==> src/rtl/b64e_pkg.sv <==
// shared types, constants and the alphabet lookup for the base64 stream encoder
`default_nettype none
package b64e_pkg;

  localparam int QueueDepth = 2;
  localparam int QueuePtrW  = $clog2(QueueDepth);
  localparam int QueueCntW  = $clog2(QueueDepth + 1);

  localparam logic [7:0] PadChar = 8'h3D;

  typedef struct packed {
    logic [7:0] data_byte;
    logic       final_byte;
  } byte_item_t;

  typedef struct packed {
    logic [7:0] code_char;
    logic       group_end;
    logic       stream_end;
  } char_item_t;

  // one group of up to three bytes waiting to be serialized
  typedef struct packed {
    logic [23:0] bits24;
    logic [2:0]  nchars;
    logic        last;
  } group_t;

  typedef struct packed {
    logic   valid;
    group_t group;
  } group_push_t;

  typedef struct packed {
    logic   valid;
    logic   full;
    group_t group;
  } queue_status_t;

  function automatic logic [7:0] sextet_to_char(input logic [5:0] s);
    logic [7:0] r;
    if (s < 6'd26) begin
      r = 8'h41 + {2'b00, s};
    end else if (s < 6'd52) begin
      r = 8'h61 + {2'b00, s - 6'd26};
    end else if (s < 6'd62) begin
      r = 8'h30 + {2'b00, s - 6'd52};
    end else if (s == 6'd62) begin
      r = 8'h2B;
    end else begin
      r = 8'h2F;
    end
    return r;
  endfunction

endpackage
`default_nettype wire

==> src/rtl/b64e_front.sv <==
// input side: collects bytes into groups and pushes finished groups
`default_nettype none
module b64e_front (
  input  wire logic                clk,
  input  wire logic                rst,
  input  wire logic                byte_valid,
  output logic                     byte_ready,
  input  wire b64e_pkg::byte_item_t byte_item,
  input  wire logic                queue_full,
  output b64e_pkg::group_push_t    push
);
  import b64e_pkg::*;

  logic [15:0] held_bytes, held_bytes_next;
  logic [1:0]  held_count, held_count_next;
  logic        accept;
  logic [15:0] merged;

  assign byte_ready = !queue_full;
  assign accept     = byte_valid && byte_ready;

  always_comb begin
    merged          = (held_count == 2'd0) ? {byte_item.data_byte, 8'h00}
                                           : {held_bytes[15:8], byte_item.data_byte};
    held_bytes_next = held_bytes;
    held_count_next = held_count;
    push            = '0;
    if (accept) begin
      if (held_count >= 2'd2) begin
        push.valid        = 1'b1;
        push.group.bits24 = {held_bytes, byte_item.data_byte};
        push.group.nchars = 3'd4;
        push.group.last   = byte_item.final_byte;
        held_bytes_next   = '0;
        held_count_next   = '0;
      end else if (byte_item.final_byte) begin
        push.valid        = 1'b1;
        push.group.bits24 = {merged, 8'h00};
        push.group.nchars = {1'b0, held_count} + 3'd2;
        push.group.last   = 1'b1;
        held_bytes_next   = '0;
        held_count_next   = '0;
      end else begin
        held_bytes_next = merged;
        held_count_next = held_count + 2'd1;
      end
    end
  end

  always_ff @(posedge clk) begin
    if (rst) begin
      held_bytes <= '0;
      held_count <= '0;
    end else begin
      held_bytes <= held_bytes_next;
      held_count <= held_count_next;
    end
  end

endmodule
`default_nettype wire

==> src/rtl/b64e_queue.sv <==
// short group queue between the byte side and the character side
`default_nettype none
module b64e_queue (
  input  wire logic                  clk,
  input  wire logic                  rst,
  input  wire b64e_pkg::group_push_t push,
  input  wire logic                  pop,
  output b64e_pkg::queue_status_t    status
);
  import b64e_pkg::*;

  group_t                entries [QueueDepth];
  logic [QueuePtrW-1:0]  wr_ptr, rd_ptr;
  logic [QueueCntW-1:0]  count;
  logic                  do_push, do_pop;

  assign status.valid = (count != '0);
  assign status.full  = (count == QueueCntW'(QueueDepth));
  assign status.group = entries[rd_ptr];
  assign do_push      = push.valid && !status.full;
  assign do_pop       = pop && status.valid;

  always_ff @(posedge clk) begin
    if (do_push) begin
      entries[wr_ptr] <= push.group;
    end
  end

  always_ff @(posedge clk) begin
    if (rst) begin
      wr_ptr <= '0;
      rd_ptr <= '0;
      count  <= '0;
    end else begin
      if (do_push) begin
        wr_ptr <= (wr_ptr == QueuePtrW'(QueueDepth - 1)) ? '0 : wr_ptr + 1'b1;
      end
      if (do_pop) begin
        rd_ptr <= (rd_ptr == QueuePtrW'(QueueDepth - 1)) ? '0 : rd_ptr + 1'b1;
      end
      count <= count + QueueCntW'(do_push) - QueueCntW'(do_pop);
    end
  end

endmodule
`default_nettype wire

==> src/rtl/b64e_back.sv <==
// output side: serializes one group into four characters through an output register
`default_nettype none
module b64e_back (
  input  wire logic                    clk,
  input  wire logic                    rst,
  input  wire b64e_pkg::queue_status_t status,
  output logic                         pop,
  output logic                         char_valid,
  input  wire logic                    char_ready,
  output b64e_pkg::char_item_t         char_item
);
  import b64e_pkg::*;

  logic [1:0]  char_idx;
  logic        load;
  logic [5:0]  sextet;
  char_item_t  char_next;

  assign load = status.valid && (!char_valid || char_ready);
  assign pop  = load && (char_idx == 2'd3);

  always_comb begin
    sextet = 6'(status.group.bits24 >> (5'd18 - 5'd6 * {3'b000, char_idx}));
    char_next.code_char  = ({1'b0, char_idx} < status.group.nchars)
                           ? sextet_to_char(sextet) : PadChar;
    char_next.group_end  = (char_idx == 2'd3);
    char_next.stream_end = (char_idx == 2'd3) && status.group.last;
  end

  always_ff @(posedge clk) begin
    if (load) begin
      char_item <= char_next;
    end
  end

  always_ff @(posedge clk) begin
    if (rst) begin
      char_valid <= 1'b0;
      char_idx   <= '0;
    end else begin
      if (load) begin
        char_valid <= 1'b1;
        char_idx   <= char_idx + 2'd1;
      end else if (char_ready) begin
        char_valid <= 1'b0;
      end
    end
  end

endmodule
`default_nettype wire

==> src/rtl/base64_stream_encoder.sv <==
// base64 stream encoder top level: byte front, group queue, character back
// a group is written into the group queue, then its first character goes through the output register
// throughput: one character per cycle while a group is queued and char_ready is high; 3 bytes give 4 characters
// bytes are taken every cycle while the two-entry group queue has room
// synchronous active-high reset clears held bytes, queue and output valid
`default_nettype none
module base64_stream_encoder (
  input  wire logic                 clk,
  input  wire logic                 rst,
  input  wire logic                 byte_valid,
  output logic                      byte_ready,
  input  wire b64e_pkg::byte_item_t byte_item,
  output logic                      char_valid,
  input  wire logic                 char_ready,
  output b64e_pkg::char_item_t      char_item
);
  import b64e_pkg::*;

  group_push_t   push;
  queue_status_t status;
  logic          pop;

  b64e_front u_front (
    .clk        (clk),
    .rst        (rst),
    .byte_valid (byte_valid),
    .byte_ready (byte_ready),
    .byte_item  (byte_item),
    .queue_full (status.full),
    .push       (push)
  );

  b64e_queue u_queue (
    .clk    (clk),
    .rst    (rst),
    .push   (push),
    .pop    (pop),
    .status (status)
  );

  b64e_back u_back (
    .clk        (clk),
    .rst        (rst),
    .status     (status),
    .pop        (pop),
    .char_valid (char_valid),
    .char_ready (char_ready),
    .char_item  (char_item)
  );

endmodule
`default_nettype wire

==> config.mk <==
export PLATFORM = sky130hd
export DESIGN_NAME = base64_stream_encoder
export DESIGN_NICKNAME = d
export VERILOG_FILES = /design/src/rtl/b64e_pkg.sv /design/src/rtl/b64e_front.sv /design/src/rtl/b64e_queue.sv /design/src/rtl/b64e_back.sv /design/src/rtl/base64_stream_encoder.sv
export SDC_FILE = /design/constraint.sdc
export NUM_CORES = 1
export LEC_CHECK = 0
export BUFFER_PORTS_ARGS = -buffer_cell sky130_fd_sc_hd__buf_2
export CAP_MARGIN = 0
export CORE_UTILIZATION = 60
export CTS_CLUSTER_SIZE = 40
export DETAILED_ROUTE_END_ITERATION = 10
export PLACE_DENSITY = 0.78
export RECOVER_POWER = 25
export SYNTH_ARGS = -nofsm -noshare
export SYNTH_HDL_FRONTEND = slang
export SYNTH_HIERARCHICAL = 1
export SYNTH_SLANG_ARGS = --single-unit
==> constraint.sdc <==
create_clock -name clk -period 6.95 [get_ports clk]
set_input_delay 1.39 -clock clk [delete_from_list [all_inputs] [get_ports clk]]
set_output_delay 1.39 -clock clk [all_outputs]
set_load 0.03 [all_outputs]
==> results.txt, run 1 <==
Reg2Reg Setup Slack = 1990 ps
Switch Pwr = 505 µW
CP Max Fanout = 23
first-pass GRT wire length = 15.8 mm
number of synthesized flops with an enable pin = 66
Post-Syn Area per Cell = 11.8 µm²
die extent in y = 94.5 µm
area of the multi-input gates = 2370 µm²
share of layout cells above drive strength 1 = 13.8%
final count of pins violating max slew = 0
Net Count, Synth = 467
TritonCTS clock tree = done
Die ar. = 8940 µm²
synthesized cell area = 5140 µm²
cell with the most instances after synthesis = edfxtp_1
GR Overflow Total = 0
leak pwr = 0.00196 µW
DRC = 0
drt via density = 6.03
worst-path cell chain = inv_1 -> ha_1 -> mux2i_1 -> mux2i_1 -> nor2_1 -> o31ai_2 -> inv_1 -> ha_1 -> nor3_1 -> a32o_1 -> o21ai_1
Reg-to-Reg End = u_back/char_item[5]
clk_skew = 12.1 ps
fin crit share = 71.4%
clock latency on the worst-skew pair = 350 ps
Total GRT Usage = 23.2%
finished layout cell area = 5400 µm²
Root Buffer = clkbuf_8
Synth Warn # = 6
Rel. slew slack = 19.0%
CP peak stage delay = 900 ps
Post-layout nets = 477
Fill cells = 643
largest net degree at the start of global routing = 30
number of port buffers = 24
number of unique standard cell types used by synthesis = 69
worst slew pin tran = 1210 ps
DRT Wirelength = 9.62 mm
Post-Place Worst Slack = 2080 ps
Switching Share = 33.2%
clock power share = 23.4%
sequential share of power = 42.6%
post-CTS sizing = 0
Worst Hold Class = reg -> reg
setup ws final = 1990 ps
Initial Util = 62.2%
crit path capture type = flop
min Tclk post-route = 4960 ps
Synth-to-Final Area Change = 5.02%
Worst Path Arrival = 5060 ps
Final GP Congestion = 0.880
router iterations before antenna repair = 4
crit path from = u_back/char_idx[0]
Post-CTS Repair Setup Buffers = 0
Synth area leader = edfxtp_1
crit path capture = u_back/char_item[5]
Req. time, crit path = 7050 ps
drt first-iter violations = 192
DR WL/cell = 17.3 µm
initial antenna violation count = 0
asr flop ratio synth = 0%
hpwl dp = 6.82 mm
run status = finished, final reports clean
Antenna diodes = 0
CTS clk-pin slew, worst paths = 90 ps
Mapped Cells = 435
Comb pwr share = 34.0%
maximum VDD drop = 0.160 mV
synthesized flop and latch total = 92
Setup TNS = 0 ps
clock buffer depth = 2
CTS Hold Bufs = 0
RSZ-0062 raised after global routing = no
Power Density = 282 nW/µm²
startpoint types = flop
Max Cap Viol = 0
core area = 8260 µm²
Slowest cell on crit path = dfxtp_1
Die X = 94.5 µm
Main synth FF type = edfxtp_1
launch point of the worst reg-to-reg path = u_back/char_idx[0]
# rows = 33
FF+latch area = 2500 µm²
Sink Count = 92
critical path class = reg -> reg
vias in the first global route = 3284
final-report hold violation count = 0
total number of vias = 3348
post-synthesis sequential area ratio = 48.7%
endpoints failing setup = 0
DP Area = 5210 µm²
worst r2r path cells = 11
Max Fclk = 202 MHz
post-synth top area share = 38.6%
CTS buffer count = 9
I/O pins = 25
Post-DRT Antenna Nets = 0
Post-synth top cells = 66 x edfxtp_1, 28 x mux2_1, 28 x nor2_1
Int Power = 1020 µW
top cells by area, synth = edfxtp_1 39%, dfxtp_1 10%, mux2_1 6.1%
H-Tree Depth = 3
-- per-layer routing --
metal	global-route usage [%]	share of wire (%)	wire, µm	vias to the layer above
met4	8.71	1.0	100	0
met5	0	0	0	-
met2	38.3	50	4820	76
li1	-	-	-	1651
met1	30.4	46	4400	1611
met3	4.19	3.1	297	10
-- state kept, by name, indices dropped and copies added, names as in the netlist, named ones only --
register            flops
u_queue/wr_ptr          1
u_queue/count           2
u_front/held_bytes     16
u_queue/rd_ptr          1
u_queue/entries        56
u_back/char_item       10
u_front/held_count      2
u_back/char_valid       1
u_back/char_idx         2
-- power groups by stage --
stage	registers [µW]	clock network [µW]	logic [µW]
floorplan	677	0	416
global placement	658	0	500
detailed placement	659	0	512
CTS	647	363	514
global route	651	383	567
finish	647	356	518
-- worst min path at each step --
| stage | startpoint | to | slack (ps) | cells after the start |
|---|---|---|---|---|
| final | u_front/held_count[0] | u_front/held_count[0] | 470 | 2 |
| after floorplan | u_front/held_count[0] | u_front/held_count[0] | 440 | 2 |
| after detailed placement | u_front/held_count[0] | u_front/held_count[0] | 460 | 2 |
| after global placement | u_front/held_count[0] | u_front/held_count[0] | 440 | 2 |
| after CTS | u_front/held_count[0] | u_front/held_count[0] | 470 | 2 |
| after global routing | u_front/held_count[0] | u_front/held_count[0] | 500 | 2 |
-- metrics by stage --
stage / hold WS (ps) / util (%) / total power, µW / cells
after floorplan: 436 / - / 1090 / 435
after global placement: 445 / 63.1 / 1160 / 539
after detailed placement: 458 / 63.1 / 1170 / 539
after CTS: 471 / 65.5 / 1520 / 555
after global routing: 498 / 65.3 / 1600 / 555
final: 468 / 65.3 / 1520 / 555
-- final cells by class --
cell class,count,share of cell area (%)
Sequential cell,92,46.4
Multi-Input combinational cell,297,43.9
Tap cell,105,2.43
Clock buffer,10,2.36
Timing Repair Buffer,25,2.20
Inverter,20,1.39
Clock inverter,6,1.30
-- cell families after synthesis --
kind of cell             Yosys count  synth area share, %
AO/OA/AOI/OAI                     97                 13.6
adder cells (fa/ha/maj)           19                 4.63
XOR/XNOR                          11                 2.24
buffers and inverters             46                 5.16
AND/OR/NAND/NOR                  113                 12.0
flip-flops                        92                 48.7
multiplexers                      57                 13.7
-- placed cells by master (no fill, tap or decap), types with 5 or more instances in the layout --
cell,synthesis,final
a21oi_1,22,22
a22o_1,8,8
a32oi_1,10,10
and3_1,11,11
buf_2,6,17
clkbuf_1,6,8
clkbuf_8,0,9
dfxtp_1,26,26
edfxtp_1,66,66
ha_1,19,19
inv_1,18,18
mux2_1,28,28
mux2_2,5,5
mux2i_1,18,18
mux4_1,5,5
nand2_1,20,20
nand2b_1,6,6
nand3_1,12,12
nor2_1,28,28
nor2b_1,7,7
nor3_1,6,6
o21ai_0,23,23
xnor2_1,9,9
-- critical path: cells and delay by family (launching register included) --
kind,cells,cell delay [ps]
multiplexers,2,410
buffers and inverters,2,400
AO/OA/AOI/OAI,3,870
adder cells (fa/ha/maj),2,1160
flip-flops,1,900
AND/OR/NAND/NOR,2,960
(Power assumes the default switching activity.)
==> run 2, diff against run 1 <==
--- a/config.mk
+++ b/config.mk
@@ -5,12 +5,13 @@
 export SDC_FILE = /design/constraint.sdc
 export NUM_CORES = 1
 export LEC_CHECK = 0
+export ABC_AREA = 1
 export BUFFER_PORTS_ARGS = -buffer_cell sky130_fd_sc_hd__buf_2
 export CAP_MARGIN = 0
-export CORE_UTILIZATION = 60
+export CORE_UTILIZATION = 56
 export CTS_CLUSTER_SIZE = 40
 export DETAILED_ROUTE_END_ITERATION = 10
-export PLACE_DENSITY = 0.78
+export PLACE_DENSITY = 0.77
 export RECOVER_POWER = 25
 export SYNTH_ARGS = -nofsm -noshare
 export SYNTH_HDL_FRONTEND = slang
==> constraint.sdc (replaced) <==
create_clock -name clk -period 3.99 [get_ports clk]
set_input_delay 0.798 -clock clk [delete_from_list [all_inputs] [get_ports clk]]
set_output_delay 0.798 -clock clk [all_outputs]
set_load 0.03 [all_outputs]
==> run 2 against run 1 <==
Compared with the run above: worst setup slack worse by 1400 ps; fmax is 48% higher; global-route usage is 1.2 points lower; core utilization is 4.6 points lower; worst hold slack better by 0.67 ps; sequential cell count stayed put; sequential share of layout area is 2.0 points lower; via count is 21% higher; combinational power is 70% higher; critical endpoint is now u_back/char_item[7]; largest cell class unchanged.
==> results.txt, run 2 <==
Buf/Inv on CP = 6 (was 2)
Die ar. = 9990 µm² (was 8940 µm²)
top cells by area, synth = edfxtp_1 37%, nand2_1 12%, dfxtp_1 9.7% (was edfxtp_1 39%, dfxtp_1 10%, mux2_1 6.1%)
Mapped Cells = 605 (was 435)
Hold EP = u_front/held_bytes[3] (was u_front/held_count[0])
Largest delay share family, worst path = simple AND/OR/NAND/NOR gates (was adder cells)
TritonCTS clock tree = done (unchanged)
router iterations before antenna repair = 4 (unchanged)
final-report hold violation count = 0 (unchanged)
CTS Hold Bufs = 0 (unchanged)
hpwl dp = 7.53 mm (was 6.82 mm)
most frequent cells in the layout = 175 x nand2_1, 70 x nand3_1, 66 x edfxtp_1 (was 66 x edfxtp_1, 28 x nor2_1, 28 x mux2_1)
final count of pins violating max slew = 0 (unchanged)
vias in the first global route = 3812 (was 3284)
Worst Hold Class = reg -> reg (unchanged)
Int Power = 1650 µW (was 1020 µW)
clock latency on the worst-skew pair = 360 ps (was 350 ps)
DRT Wirelength = 10.3 mm (was 9.62 mm)
GR Overflow Total = 0 (unchanged)
number of unique standard cell types used by synthesis = 41 (was 69)
share of layout cells above drive strength 1 = 15.3% (was 13.8%)
DP Area = 5480 µm² (was 5210 µm²)
CTS clk-pin slew, worst paths = 90 ps (about the same)
I/O pins = 25 (unchanged)
Max Cap Viol = 0 (unchanged)
largest net degree at the start of global routing = 32 (was 30)
crit path capture type = flop (unchanged)
Switching Share = 36.0% (was 33.2%)
Root Buffer = clkbuf_8 (unchanged)
worst slew pin tran = 1160 ps (was 1210 ps)
CP peak stage delay = 750 ps (was 900 ps)
Post-CTS Repair Setup Buffers = 0 (unchanged)
Main synth FF type = edfxtp_1 (unchanged)
clock power share = 22.8% (was 23.4%)
CP Max Fanout = 20 (was 23)
Hold Crit Start = u_front/held_bytes[3] (was u_front/held_count[0])
Min-Delay Path Depth = 2 (unchanged)
Setup TNS = 0 ps (unchanged)
Biggest register = u_queue/entries (unchanged)
Synth-to-Final Area Change = 5.01% (was 5.02%)
Synth area leader = edfxtp_1 (unchanged)
final core occ = 60.8% (was 65.3%)
Total GRT Usage = 22.0% (was 23.2%)
number of synthesized flops with an enable pin = 66 (unchanged)
leak pwr = 0.00242 µW (was 0.00196 µW)
Synth Warn # = 6 (unchanged)
H-Tree Depth = 3 (unchanged)
cell with the most instances after synthesis = nand2_1 (was edfxtp_1)
initial antenna violation count = 0 (unchanged)
synthesized cell area = 5370 µm² (was 5140 µm²)
post-synth top area share = 36.9% (was 38.6%)
Comb pwr share = 34.1% (was 34.0%)
maximum VDD drop = 0.217 mV (was 0.160 mV)
Worst Path Arrival = 3480 ps (was 5060 ps)
clk_skew = 14.3 ps (was 12.1 ps)
startpoint types = flop (unchanged)
Fill cells = 818 (was 643)
Post-Place Worst Slack = 840 ps (was 2080 ps)
clock buffer depth = 2 (unchanged)
Antenna diodes = 0 (unchanged)
largest registers = u_queue/entries x56, u_front/held_bytes x16, u_back/char_item x10 (unchanged)
asr flop ratio synth = 0% (unchanged)
CTS buffer count = 9 (unchanged)
most common cell after layout, fill and taps aside = nand2_1 (was edfxtp_1)
min Tclk post-route = 3350 ps (was 4960 ps)
fin crit share = 84.0% (was 71.4%)
DRC = 0 (unchanged)
placed insts = 739 (was 539)
Post-layout nets = 653 (was 477)
DR WL/cell = 13.6 µm (was 17.3 µm)
endpoints failing setup = 0 (unchanged)
number of port buffers = 24 (unchanged)
setup ws final = 637 ps (was 1990 ps)
worst-path cell chain = inv_1 -> ha_1 -> inv_2 -> nor2_2 -> nand2_1 -> nand2_1 -> inv_1 -> nand2_1 -> nand2_1 -> nand2_4 -> inv_1 -> ha_1 -> inv_1 -> nand4_1 -> nand2_1 -> clkinv_1 -> nand2_1 -> nand3_1 -> nand2_1 -> nand2_1 (was inv_1 -> ha_1 -> mux2i_1 -> mux2i_1 -> nor2_1 -> o31ai_2 -> inv_1 -> ha_1 -> nor3_1 -> a32o_1 -> o21ai_1)
Net Count, Synth = 637 (was 467)
total number of vias = 4035 (was 3348)
Max Fclk = 298 MHz (was 202 MHz)
Post-DRT Antenna Nets = 0 (unchanged)
post-CTS sizing = 0 (unchanged)
Initial Util = 57.9% (was 62.2%)
# rows = 35 (was 33)
drt first-iter violations = 230 (was 192)
Req. time, crit path = 4120 ps (was 7050 ps)
final std cells w/o fill = 755 (was 555)
worst r2r path cells = 20 (was 11)
Final GP Congestion = 0.950 (was 0.880)
finished layout cell area = 5640 µm² (was 5400 µm²)
Most common cell on crit path = nand2_1
first-pass GRT wire length = 17.3 mm (was 15.8 mm)
die extent in y = 100 µm (was 94.5 µm)
RSZ-0062 raised after global routing = no (unchanged)
Switch Pwr = 930 µW (was 505 µW)
sequential share of power = 43.1% (was 42.6%)
Post-synth top cells = 174 x nand2_1, 70 x nand3_1, 66 x edfxtp_1 (was 66 x edfxtp_1, 28 x mux2_1, 28 x nor2_1)
Die X = 100 µm (was 94.5 µm)
run status = finished, final reports clean (unchanged)
critical path class = reg -> reg (unchanged)
max reg flops = 56 (unchanged)
Sink Count = 92 (unchanged)
synthesized flop and latch total = 92 (unchanged)
post-synthesis sequential area ratio = 46.6% (was 48.7%)
Slowest cell on crit path = ha_1 (was dfxtp_1)
Power Density = 458 nW/µm² (was 282 nW/µm²)
Post-Syn Area per Cell = 8.88 µm² (was 11.8 µm²)
drt via density = 5.34 (was 6.03)
core area = 9280 µm² (was 8260 µm²)
Reg-to-Reg End = u_back/char_item[7] (was u_back/char_item[5])
Rel. slew slack = 22.6% (was 19.0%)
Reg2Reg Setup Slack = 640 ps (was 1990 ps)
launch point of the worst reg-to-reg path = u_back/char_idx[0] (unchanged)
[run 2: changes by cell type in the layout (fill, tap and decap cells not counted), sizes merged, moves of 8 or more]
cell | previous run | this run
nand2 | 20 | 191
inv | 23 | 67
a32oi | 10 | 0
nor2 | 28 | 47
o21ai | 26 | 13
mux2i | 18 | 0
a22o | 9 | 0
xnor2 | 10 | 0
a21oi | 23 | 31
nand3 | 12 | 71
and3 | 12 | 0
[run 2: power groups by stage]
stage          Sequential (µW)  Combinational [µW]  Clock (µW)
6_report                  1110                 881         589
5_1_grt                   1120                1000         636
4_1_cts                   1110                 887         606
3_5_place_dp              1130                 884           0
3_3_place_gp              1130                 870           0
2_1_floorplan             1170                 685           0
[run 2: metrics by stage]
stage | hold slack [ps] | total power, µW
after CTS | 472 | 2610
after detailed placement | 457 | 2020
after global routing | 494 | 2750
after floorplan | 444 | 1860
after global placement | 452 | 2000
final | 468 | 2580
[run 2: logic make-up (layout without fill, tap and decap cells)]
group	count (synthesis)	after routing	synth area share, %
fa+ha+maj	19	19	4.42
flops	92	92	46.6
mux	28	28	7.26
buf+inv	89	110	8.41
xor+xnor	4	4	0.652
compound gates	57	57	6.40
simple gates	316	316	26.3
[run 2: layer usage]
metal	track usage (%)	part of all wire [%]	wire length, µm	vias to the layer above
li1	-	-	-	2032
met1	26.5	44	4560	1880
met4	9.05	1.6	166	0
met2	39.0	49	5070	108
met3	3.69	4.5	463	15
met5	0	0	0	-
[run 2: worst register-to-register path, stage by stage, from the launching register on]
cell,delay (ps)
dfxtp_1,340
inv_1,240
ha_1,750
inv_2,210
nor2_2,210
nand2_1,70
nand2_1,60
inv_1,40
nand2_1,40
nand2_1,80
nand2_4,140
inv_1,90
ha_1,190
inv_1,100
nand4_1,100
nand2_1,110
clkinv_1,90
nand2_1,90
nand3_1,80
nand2_1,60
nand2_1,40
[run 2: how the worst max path moves through the flow]
stage / from / end / depth (start not counted)
floorplan: byte_item[0] / u_queue/entries[0][0] / 5
global placement: u_back/char_idx[0] / u_back/char_item[7] / 16
detailed placement: u_back/char_idx[0] / u_back/char_item[7] / 20
CTS: u_back/char_idx[0] / u_back/char_item[7] / 20
global route: u_back/char_idx[0] / u_back/char_item[7] / 20
finish: u_back/char_idx[0] / u_back/char_item[7] / 20
[run 2: layout make-up]
type	count	area (µm²)	share of cell area, %
multi-input combinational	424	2410	42.7
timing repair buffer	28	136	2.42
tap	129	161	2.86
clock inverter	4	32.5	0.576
inverter	66	248	4.39
clock buffer	12	155	2.75
sequential	92	2500	44.3
